===== src/pss_pkg.sv =====
package pss_pkg;

  // Default size of the slot table.
  localparam int SLOT_COUNT_DEF = 8;

  // Fixed field widths.
  localparam int CMD_W   = 2;
  localparam int TIME_W  = 32;
  localparam int SLOT_W  = 3;
  localparam int KIND_W  = 2;
  localparam int PHASE_W = 2;

  // Command codes.
  localparam logic [CMD_W-1:0] CMD_RESERVE = 2'd0;
  localparam logic [CMD_W-1:0] CMD_POST    = 2'd1;
  localparam logic [CMD_W-1:0] CMD_TICK    = 2'd2;
  localparam logic [CMD_W-1:0] CMD_NONE    = 2'd3;

  // Result kinds.
  localparam logic [KIND_W-1:0] KIND_RESERVE = 2'd0;
  localparam logic [KIND_W-1:0] KIND_POST    = 2'd1;
  localparam logic [KIND_W-1:0] KIND_TICK    = 2'd2;
  localparam logic [KIND_W-1:0] KIND_SEND    = 2'd3;

  // Scanner phases.
  localparam logic [PHASE_W-1:0] PH_INIT    = 2'd0;
  localparam logic [PHASE_W-1:0] PH_CHECK   = 2'd1;
  localparam logic [PHASE_W-1:0] PH_ADVANCE = 2'd2;
  localparam logic [PHASE_W-1:0] PH_SEND    = 2'd3;

  // Input item.
  typedef struct packed {
    logic [CMD_W-1:0]  cmd;
    logic [TIME_W-1:0] interval_ms;
    logic [SLOT_W-1:0] slot;
  } pss_req_t;

  // Result item.
  typedef struct packed {
    logic [KIND_W-1:0] kind;
    logic [SLOT_W-1:0] slot_index;
    logic              ok;
  } pss_res_t;

  // Commands from the controller to the datapath.
  typedef struct packed {
    logic accept;
    logic exec;
    logic emit;
  } pss_cmd_t;

  // Status from the datapath to the controller.
  typedef struct packed {
    logic nop;
  } pss_stat_t;

endpackage


===== src/pss_ctrl.sv =====
module pss_ctrl
  import pss_pkg::*;
(
  input  logic      clk,
  input  logic      rst,
  input  logic      start,
  output logic      busy,
  input  pss_stat_t stat,
  output pss_cmd_t  cmd
);

  localparam logic ST_IDLE = 1'b0;
  localparam logic ST_EXEC = 1'b1;

  logic state;
  logic state_next;

  // An item is taken in idle and worked on in the single execute cycle.
  always_comb begin
    state_next = state;
    case (state)
      ST_IDLE: begin
        if (start) begin
          state_next = ST_EXEC;
        end
      end
      ST_EXEC: begin
        state_next = ST_IDLE;
      end
      default: begin
        state_next = ST_IDLE;
      end
    endcase
  end

  always_ff @(posedge clk) begin
    if (rst) begin
      state <= ST_IDLE;
    end else begin
      state <= state_next;
    end
  end

  // Command outputs; the unused command code produces no result.
  assign busy       = (state == ST_EXEC);
  assign cmd.accept = start && (state == ST_IDLE);
  assign cmd.exec   = (state == ST_EXEC);
  assign cmd.emit   = (state == ST_EXEC) && !stat.nop;

  // The execute state never lasts more than one cycle.
  a_exec_one: assert property (@(posedge clk) disable iff (rst) busy |=> !busy)
    else $error("execute state held for more than one cycle");

  // A result is only requested while executing.
  a_emit_exec: assert property (@(posedge clk) disable iff (rst) cmd.emit |-> cmd.exec)
    else $error("result requested outside the execute state");

  // An accepted item is always followed by the execute cycle.
  a_accept_exec: assert property (@(posedge clk) disable iff (rst) cmd.accept |=> busy)
    else $error("accepted item not followed by the execute state");

endmodule


===== src/pss_dp.sv =====
module pss_dp
  import pss_pkg::*;
#(
  parameter int SLOT_COUNT = SLOT_COUNT_DEF
) (
  input  logic      clk,
  input  logic      rst,
  input  pss_cmd_t  ctrl,
  output pss_stat_t stat,
  input  pss_req_t  request,
  output logic      done,
  output pss_res_t  result
);

  localparam int IDX_W = (SLOT_COUNT > 1) ? $clog2(SLOT_COUNT) : 1;
  localparam int CNT_W = $clog2(SLOT_COUNT + 1);
  localparam int CMP_W = CNT_W + SLOT_W;

  // Slot table memories; the scanned slot's entry is read at each acceptance, reserved or not.
  logic [TIME_W-1:0] interval_mem [SLOT_COUNT];
  logic [TIME_W-1:0] due_mem [SLOT_COUNT];

  // Control state.
  logic [CNT_W-1:0]      slots_used;
  logic [CNT_W-1:0]      slots_used_next;
  logic [SLOT_COUNT-1:0] pending;
  logic [SLOT_COUNT-1:0] pending_next;
  logic [IDX_W-1:0]      scan_slot;
  logic [IDX_W-1:0]      scan_slot_next;
  logic [PHASE_W-1:0]    scan_phase;
  logic [PHASE_W-1:0]    scan_phase_next;
  logic [TIME_W-1:0]     now_ms;
  logic [TIME_W-1:0]     now_ms_next;

  // Latched item and registered table reads.
  pss_req_t          op;
  logic [TIME_W-1:0] ival_rd;
  logic [TIME_W-1:0] due_rd;
  logic [TIME_W-1:0] tick_now;

  // Table write port.
  logic              due_we;
  logic              ival_we;
  logic [IDX_W-1:0]  wr_addr;
  logic [TIME_W-1:0] due_wdata;
  logic [CMP_W-1:0]  scan_inc;
  pss_res_t          res_next;

  assign stat.nop = (op.cmd == CMD_NONE);
  assign scan_inc = CMP_W'(scan_slot) + CMP_W'(1);

  // Capture the item and read the scanned slot at acceptance.
  always_ff @(posedge clk) begin
    if (ctrl.accept) begin
      op       <= request;
      ival_rd  <= interval_mem[scan_slot];
      due_rd   <= due_mem[scan_slot];
      tick_now <= now_ms + TIME_W'(1);
    end
  end

  // Execute the latched command.
  always_comb begin
    slots_used_next = slots_used;
    pending_next    = pending;
    scan_slot_next  = scan_slot;
    scan_phase_next = scan_phase;
    now_ms_next     = now_ms;
    due_we          = 1'b0;
    ival_we         = 1'b0;
    wr_addr         = scan_slot;
    due_wdata       = tick_now + ival_rd;
    res_next        = '{kind: KIND_TICK, slot_index: '0, ok: 1'b0};
    if (ctrl.exec) begin
      case (op.cmd)
        CMD_RESERVE: begin
          if (CMP_W'(slots_used) < CMP_W'(SLOT_COUNT)) begin
            due_we    = 1'b1;
            ival_we   = 1'b1;
            wr_addr   = IDX_W'(slots_used);
            due_wdata = now_ms + op.interval_ms;
            pending_next[IDX_W'(slots_used)] = 1'b0;
            slots_used_next = slots_used + CNT_W'(1);
            res_next = '{kind: KIND_RESERVE, slot_index: SLOT_W'(slots_used), ok: 1'b1};
          end else begin
            res_next = '{kind: KIND_RESERVE, slot_index: '0, ok: 1'b0};
          end
        end
        CMD_POST: begin
          if ((CMP_W'(op.slot) < CMP_W'(slots_used)) &&
              (CMP_W'(op.slot) < CMP_W'(SLOT_COUNT))) begin
            pending_next[IDX_W'(op.slot)] = 1'b1;
            res_next = '{kind: KIND_POST, slot_index: op.slot, ok: 1'b1};
          end else begin
            res_next = '{kind: KIND_POST, slot_index: op.slot, ok: 1'b0};
          end
        end
        CMD_TICK: begin
          now_ms_next = tick_now;
          case (scan_phase)
            PH_INIT: begin
              scan_slot_next  = '0;
              scan_phase_next = PH_CHECK;
            end
            PH_CHECK: begin
              if (pending[scan_slot] && (tick_now > due_rd)) begin
                due_we          = 1'b1;
                scan_phase_next = PH_SEND;
              end else begin
                scan_phase_next = PH_ADVANCE;
              end
            end
            PH_ADVANCE: begin
              if (scan_inc < CMP_W'(slots_used)) begin
                scan_slot_next = IDX_W'(scan_inc);
              end else begin
                scan_slot_next = '0;
              end
              scan_phase_next = PH_CHECK;
            end
            default: begin
              pending_next[scan_slot] = 1'b0;
              scan_phase_next = PH_ADVANCE;
              res_next = '{kind: KIND_SEND, slot_index: SLOT_W'(scan_slot), ok: 1'b1};
            end
          endcase
        end
        default: begin
        end
      endcase
    end
  end

  // Table writes.
  always_ff @(posedge clk) begin
    if (due_we) begin
      due_mem[wr_addr] <= due_wdata;
    end
    if (ival_we) begin
      interval_mem[wr_addr] <= op.interval_ms;
    end
  end

  // Control registers.
  always_ff @(posedge clk) begin
    if (rst) begin
      slots_used <= '0;
      pending    <= '0;
      scan_slot  <= '0;
      scan_phase <= PH_INIT;
      now_ms     <= '0;
      done       <= 1'b0;
    end else begin
      slots_used <= slots_used_next;
      pending    <= pending_next;
      scan_slot  <= scan_slot_next;
      scan_phase <= scan_phase_next;
      now_ms     <= now_ms_next;
      done       <= ctrl.emit;
    end
  end

  // Result register.
  always_ff @(posedge clk) begin
    if (ctrl.emit) begin
      result <= res_next;
    end
  end

  // The fill count never passes the table size.
  a_used_bound: assert property (@(posedge clk) disable iff (rst)
      CMP_W'(slots_used) <= CMP_W'(SLOT_COUNT))
    else $error("slot fill count beyond table size");

  // The scanner stays inside the reserved part of the table.
  a_scan_bound: assert property (@(posedge clk) disable iff (rst)
      (scan_slot == '0) || (CMP_W'(scan_slot) < CMP_W'(slots_used)))
    else $error("scanner outside reserved slots");

  // A send phase always follows a check that found its slot pending.
  a_send_pending: assert property (@(posedge clk) disable iff (rst)
      (scan_phase == PH_SEND) |-> pending[scan_slot])
    else $error("send phase on a slot that is not pending");

endmodule


===== src/periodic_slot_send_scheduler.sv =====
// Periodic slot send scheduler.
// Command channel: an item (request) is taken at a rising edge where start
// is high and busy is low. Commands are reserve (claim the next free slot with
// an interval), post (mark a reserved slot pending) and tick (advance the
// millisecond clock and take one scanner step). Command code 3 is ignored.
// Result channel: done is high for exactly one cycle with the result item;
// the receiver cannot stall it, so it must sample result whenever done is set.
// An accepted item sets the execute state, whose emit is registered into done.
// A new item is not taken while busy; busy is high for the execute cycle in
// which the slot table entry read at acceptance is used and written back.
// A tick that finds a pending slot past its due time reschedules it, and the
// following tick reports the send.
// Reset (rst, synchronous) empties the table, clears all pending flags, puts
// the clock at zero and the scanner at its init step.
module periodic_slot_send_scheduler
  import pss_pkg::*;
#(
  parameter int SLOT_COUNT = SLOT_COUNT_DEF
) (
  input  logic     clk,
  input  logic     rst,
  input  logic     start,
  output logic     busy,
  input  pss_req_t request,
  output logic     done,
  output pss_res_t result
);

  pss_cmd_t  cmd;
  pss_stat_t stat;

  // Sequencer.
  pss_ctrl u_ctrl (
    .clk   (clk),
    .rst   (rst),
    .start (start),
    .busy  (busy),
    .stat  (stat),
    .cmd   (cmd)
  );

  // Slot table, clock and scanner.
  pss_dp #(
    .SLOT_COUNT (SLOT_COUNT)
  ) u_dp (
    .clk     (clk),
    .rst     (rst),
    .ctrl    (cmd),
    .stat    (stat),
    .request (request),
    .done    (done),
    .result  (result)
  );

endmodule


===== config.mk =====
export PLATFORM = sky130hd
export DESIGN_NAME = periodic_slot_send_scheduler
export DESIGN_NICKNAME = d
export VERILOG_FILES = /design/src/pss_pkg.sv /design/src/pss_ctrl.sv /design/src/pss_dp.sv /design/src/periodic_slot_send_scheduler.sv
export SDC_FILE = /design/constraint.sdc
export NUM_CORES = 1
export LEC_CHECK = 0
export BUFFER_PORTS_ARGS = -buffer_cell sky130_fd_sc_hd__buf_4
export CORE_ASPECT_RATIO = 0.5
export CORE_MARGIN = 2
export CORE_UTILIZATION = 50
export CTS_CLUSTER_DIAMETER = 30
export CTS_CLUSTER_SIZE = 40
export DETAILED_ROUTE_END_ITERATION = 12
export GPL_ROUTABILITY_DRIVEN = 0
export GPL_TIMING_DRIVEN = 1
export PLACE_DENSITY = 0.76
export SKIP_LAST_GASP = 1
export SYNTH_ARGS = -nofsm -noshare
export SYNTH_HDL_FRONTEND = slang
export SYNTH_SLANG_ARGS = --single-unit

===== constraint.sdc =====
create_clock -name clk -period 9.28 [get_ports clk]
set_input_delay 0.928 -clock clk [delete_from_list [all_inputs] [get_ports clk]]
set_output_delay 0.928 -clock clk [all_outputs]
set_load 0.05 [all_outputs]

==> summary.md <==
| Metric | Value |
|---|---|
| Initial Util | `51.1%` |
| Total track usage | `24.6%` |
| Post-detailed-route via-to-cell ratio | `6.31` |
| Crit path kind | `register to register` |
| CP required | `9.56 ns` |
| Die Ht | `176 µm` |
| Status | `complete, but fails checks` |
| Min cycle time layout | `4.35 ns` |
| Top-level I/O count | `48` |
| Worst slew margin | `-3.22%` |
| Global-route wire length before repair | `112 mm` |
| Buffers on Ports | `47` |
| Post-Place Worst Slack | `4.97 ns` |
| Max-cap violations | `1` |
| R2R Setup Slk | `4.93 ns` |
| Synth-to-Final Area Change | `15.1%` |
| #FFs+latches synth | `702` |
| Share of layout cells above drive strength 1 | `12.3%` |
| Most Crowded Layer GR | `met2` |
| Post-synth top flop | `edfxtp_1` |
| Longest Clk Path Bufs | `3` |
| # hold bufs at CTS | `0` |
| Synth top area cells | `edfxtp_1, ha_1, a22oi_1` |
| Worst-path clk slew | `0.06 ns` |
| Crit Path Max Fanout | `19` |
| Sequential share of the synthesized area | `69.6%` |
| Cell Area, Synth | `29600 µm²` |
| 1st-iter DRT viols | `2390` |
| Lkg Pwr | `11.8 nW` |
| Antenna diodes | `0` |
| Highest clock rate | `0.230 GHz` |
| CTS Sinks | `702` |
| Startpoint type of the worst setup path | `register` |
| Cell Rows | `62` |
| Die X | `348 µm` |
| Core ar. | `57900 µm²` |
| Die ar. | `61200 µm²` |
| PostCTS Resize Cnt | `0` |
| Critical path arrival | `4.63 ns` |
| Post-synth EDFFs | `651` |
| Worst vdd ir | `190 µV` |
| Final-report hold violation count | `0` |
| Final core utilization | `58.8%` |
| Largest net degree at the start of global routing | `135` |
| Setup_tns | `0 ns` |
| Fin worst setup slack | `4.93 ns` |
| Setup-failing EPs final | `0` |
| Synth cell count leaders | `edfxtp_1, a22oi_1, nand2_1` |
| DP Wirelength | `45.5 mm` |
| Post-route ant nets | `0` |
| Tot Pwr | `7.45 mW` |
| Routing usage on met2 | `36.1%` |
| Final WL | `75.3 mm` |
| Syn Inst Count | `2085` |
| Violated checks | `max-capacitance violations, max-slew violations` |
| Pwr dens | `219 nW/µm²` |
| Top cell type's share of synthesized area | `66.1%` |
| H-tree depth | `3` |
| Leading area contributor after synthesis | `edfxtp_1` |
| Ys async rst share | `0%` |
| Met3 Use GR | `7.14%` |
| Finished Cell Area | `34000 µm²` |
| CTS tree | `done` |
| Syn Area/Cell | `14.2 µm²` |
| Clock latency on the worst-skew pair | `0.62 ns` |
| Grt ovf | `0` |
| Fin. max-slew vios | `9` |
| Drt drc | `0` |
| RSZ-0062 raised after global routing | `false` |
| Max Clock Skew | `0.0278 ns` |
| Dominant cell by count in the synthesized netlist | `edfxtp_1` |
| DR WL/cell | `25.1 µm` |
| Antenna violations before repair | `2` |
| Synth cell types | `71` |
| Number of detailed-route iterations in the first pass | `5` |
| Worst setup EP type | `register` |
| CTS Root Cell | `clkbuf_16` |
| Synth Warn # | `0` |
| Vias in the first global route | `18.1k` |
| CTS Buf Count | `86` |
| Syn nets | `2229` |
| Crit share post-route | `46.9%` |
| Hold Path Class | `input pin to register` |
| GR Util met1 | `35.6%` |
| Nets | `2310` |
| Worst-margin pin slew | `1.54 ns` |
| Post-DP Area | `31000 µm²` |
| Setup Fix Bufs, Post-CTS | `0` |
| Vias after detailed routing | `19.0k` |
==> worst paths after layout <==
| path | depth (start not counted) | from | endpoint |
|---|---|---|---|
| hold / removal | 1 | request[36] | u_dp.op[36]$_DFFE_PP_ |
| setup / recovery | 10 | u_dp.scan_slot[0]$_SDFFE_PP0P_ | u_dp.due_mem[2][18]$_DFFE_PP_ |
| hold reg to reg | 2 | u_dp.now_ms[28]$_SDFFE_PP0P_ | u_dp.now_ms[28]$_SDFFE_PP0P_ |
| setup reg to reg | 10 | u_dp.scan_slot[0]$_SDFFE_PP0P_ | u_dp.due_mem[2][18]$_DFFE_PP_ |
==> per-stage QoR <==
| step | instances | hold slack [ns] |
|---|---|---|
| after global routing | 3006 | 0.475 |
| after detailed placement | 2846 | 0.494 |
| final | 3006 | 0.493 |
| after global placement | 2846 | 0.488 |
| after floorplan | 2085 | 0.454 |
| after CTS | 3006 | 0.471 |
==> power by group <==
group | total (mW) | leakage, nW | switching, mW | internal (mW)
logic | 0.360 | 3.94 | 0.247 | 0.113
clock network | 3.49 | 1.47 | 1.43 | 2.06
registers | 3.60 | 6.36 | 0.0494 | 3.55
==> critical path, cell delays in order, from the launching register on <==
cell,delay (ns)
dfxtp_1,0.83
buf_4,0.37
inv_2,0.21
nor2_4,0.16
a22o_1,0.14
a21oi_1,0.10
or4b_1,0.54
a311o_1,0.44
nor2_1,0.19
a21o_1,0.61
buf_4,0.42
==> metal layers <==
metal  routed length [µm]  part of all wire [%]
met2                32300                    43
met4                 2090                   2.8
met5                    0                     0
met3                 9390                    12
met1                31600                    42
==> sequential cells by signal, summed over array words and instances (netlist names) <==
register           flops
u_dp.due_mem         256
u_dp.interval_mem    256
u_dp.op               37
u_dp.due_rd           32
u_dp.ival_rd          32
u_dp.now_ms           32
u_dp.tick_now         32
u_dp.pending           8
u_dp.result            6
u_dp.slots_used        4
u_dp.scan_slot         3
u_dp.scan_phase        2
u_ctrl.busy            1
u_dp.done              1
==> area by class of cell <==
class,instances,area [µm²]
Clock buffer,91,2210
Clock inverter,69,850
Fill cell,4220,23900
Inverter,60,225
Multi-Input combinational cell,1233,8560
Sequential cell,702,20600
Tap cell,768,961
Timing Repair Buffer,83,636
==> cells by family after synthesis <==
kind of cell	count (synthesis)	share of synthesized area (%)
AO/OA/AOI/OAI	576	13.7
XOR/XNOR	80	2.37
buffers and inverters	150	1.96
AND/OR/NAND/NOR	451	7.20
multiplexers	22	0.770
flip-flops	702	69.6
adder cells (fa/ha/maj)	104	4.45
==> cell usage in the layout (no fill, tap or decap), drive strengths merged, types with 4 or more instances in the layout <==
| cell | n |
|---|---|
| and3 | 12 |
| and4 | 4 |
| o31ai | 5 |
| a22oi | 156 |
| nor3 | 15 |
| o21a | 13 |
| a211oi | 17 |
| buf | 83 |
| a21o | 40 |
| o21ai | 67 |
| edfxtp | 651 |
| a22o | 45 |
| ha | 102 |
| a31oi | 9 |
| o21bai | 9 |
| nor2 | 96 |
| nor4 | 4 |
| o22ai | 6 |
| nand3 | 73 |
| xor2 | 29 |
| mux2i | 16 |
| clkinvlp | 8 |
| mux2 | 6 |
| xnor2 | 51 |
| nand2 | 156 |
| o211ai | 18 |
| clkbuf | 91 |
| nor2b | 20 |
| nand4 | 37 |
| clkinv | 29 |
| bufinv | 9 |
| a221oi | 44 |
| nand2b | 16 |
| a21oi | 118 |
| dfxtp | 51 |
| inv | 83 |
Power figures use the tool's default switching activity.
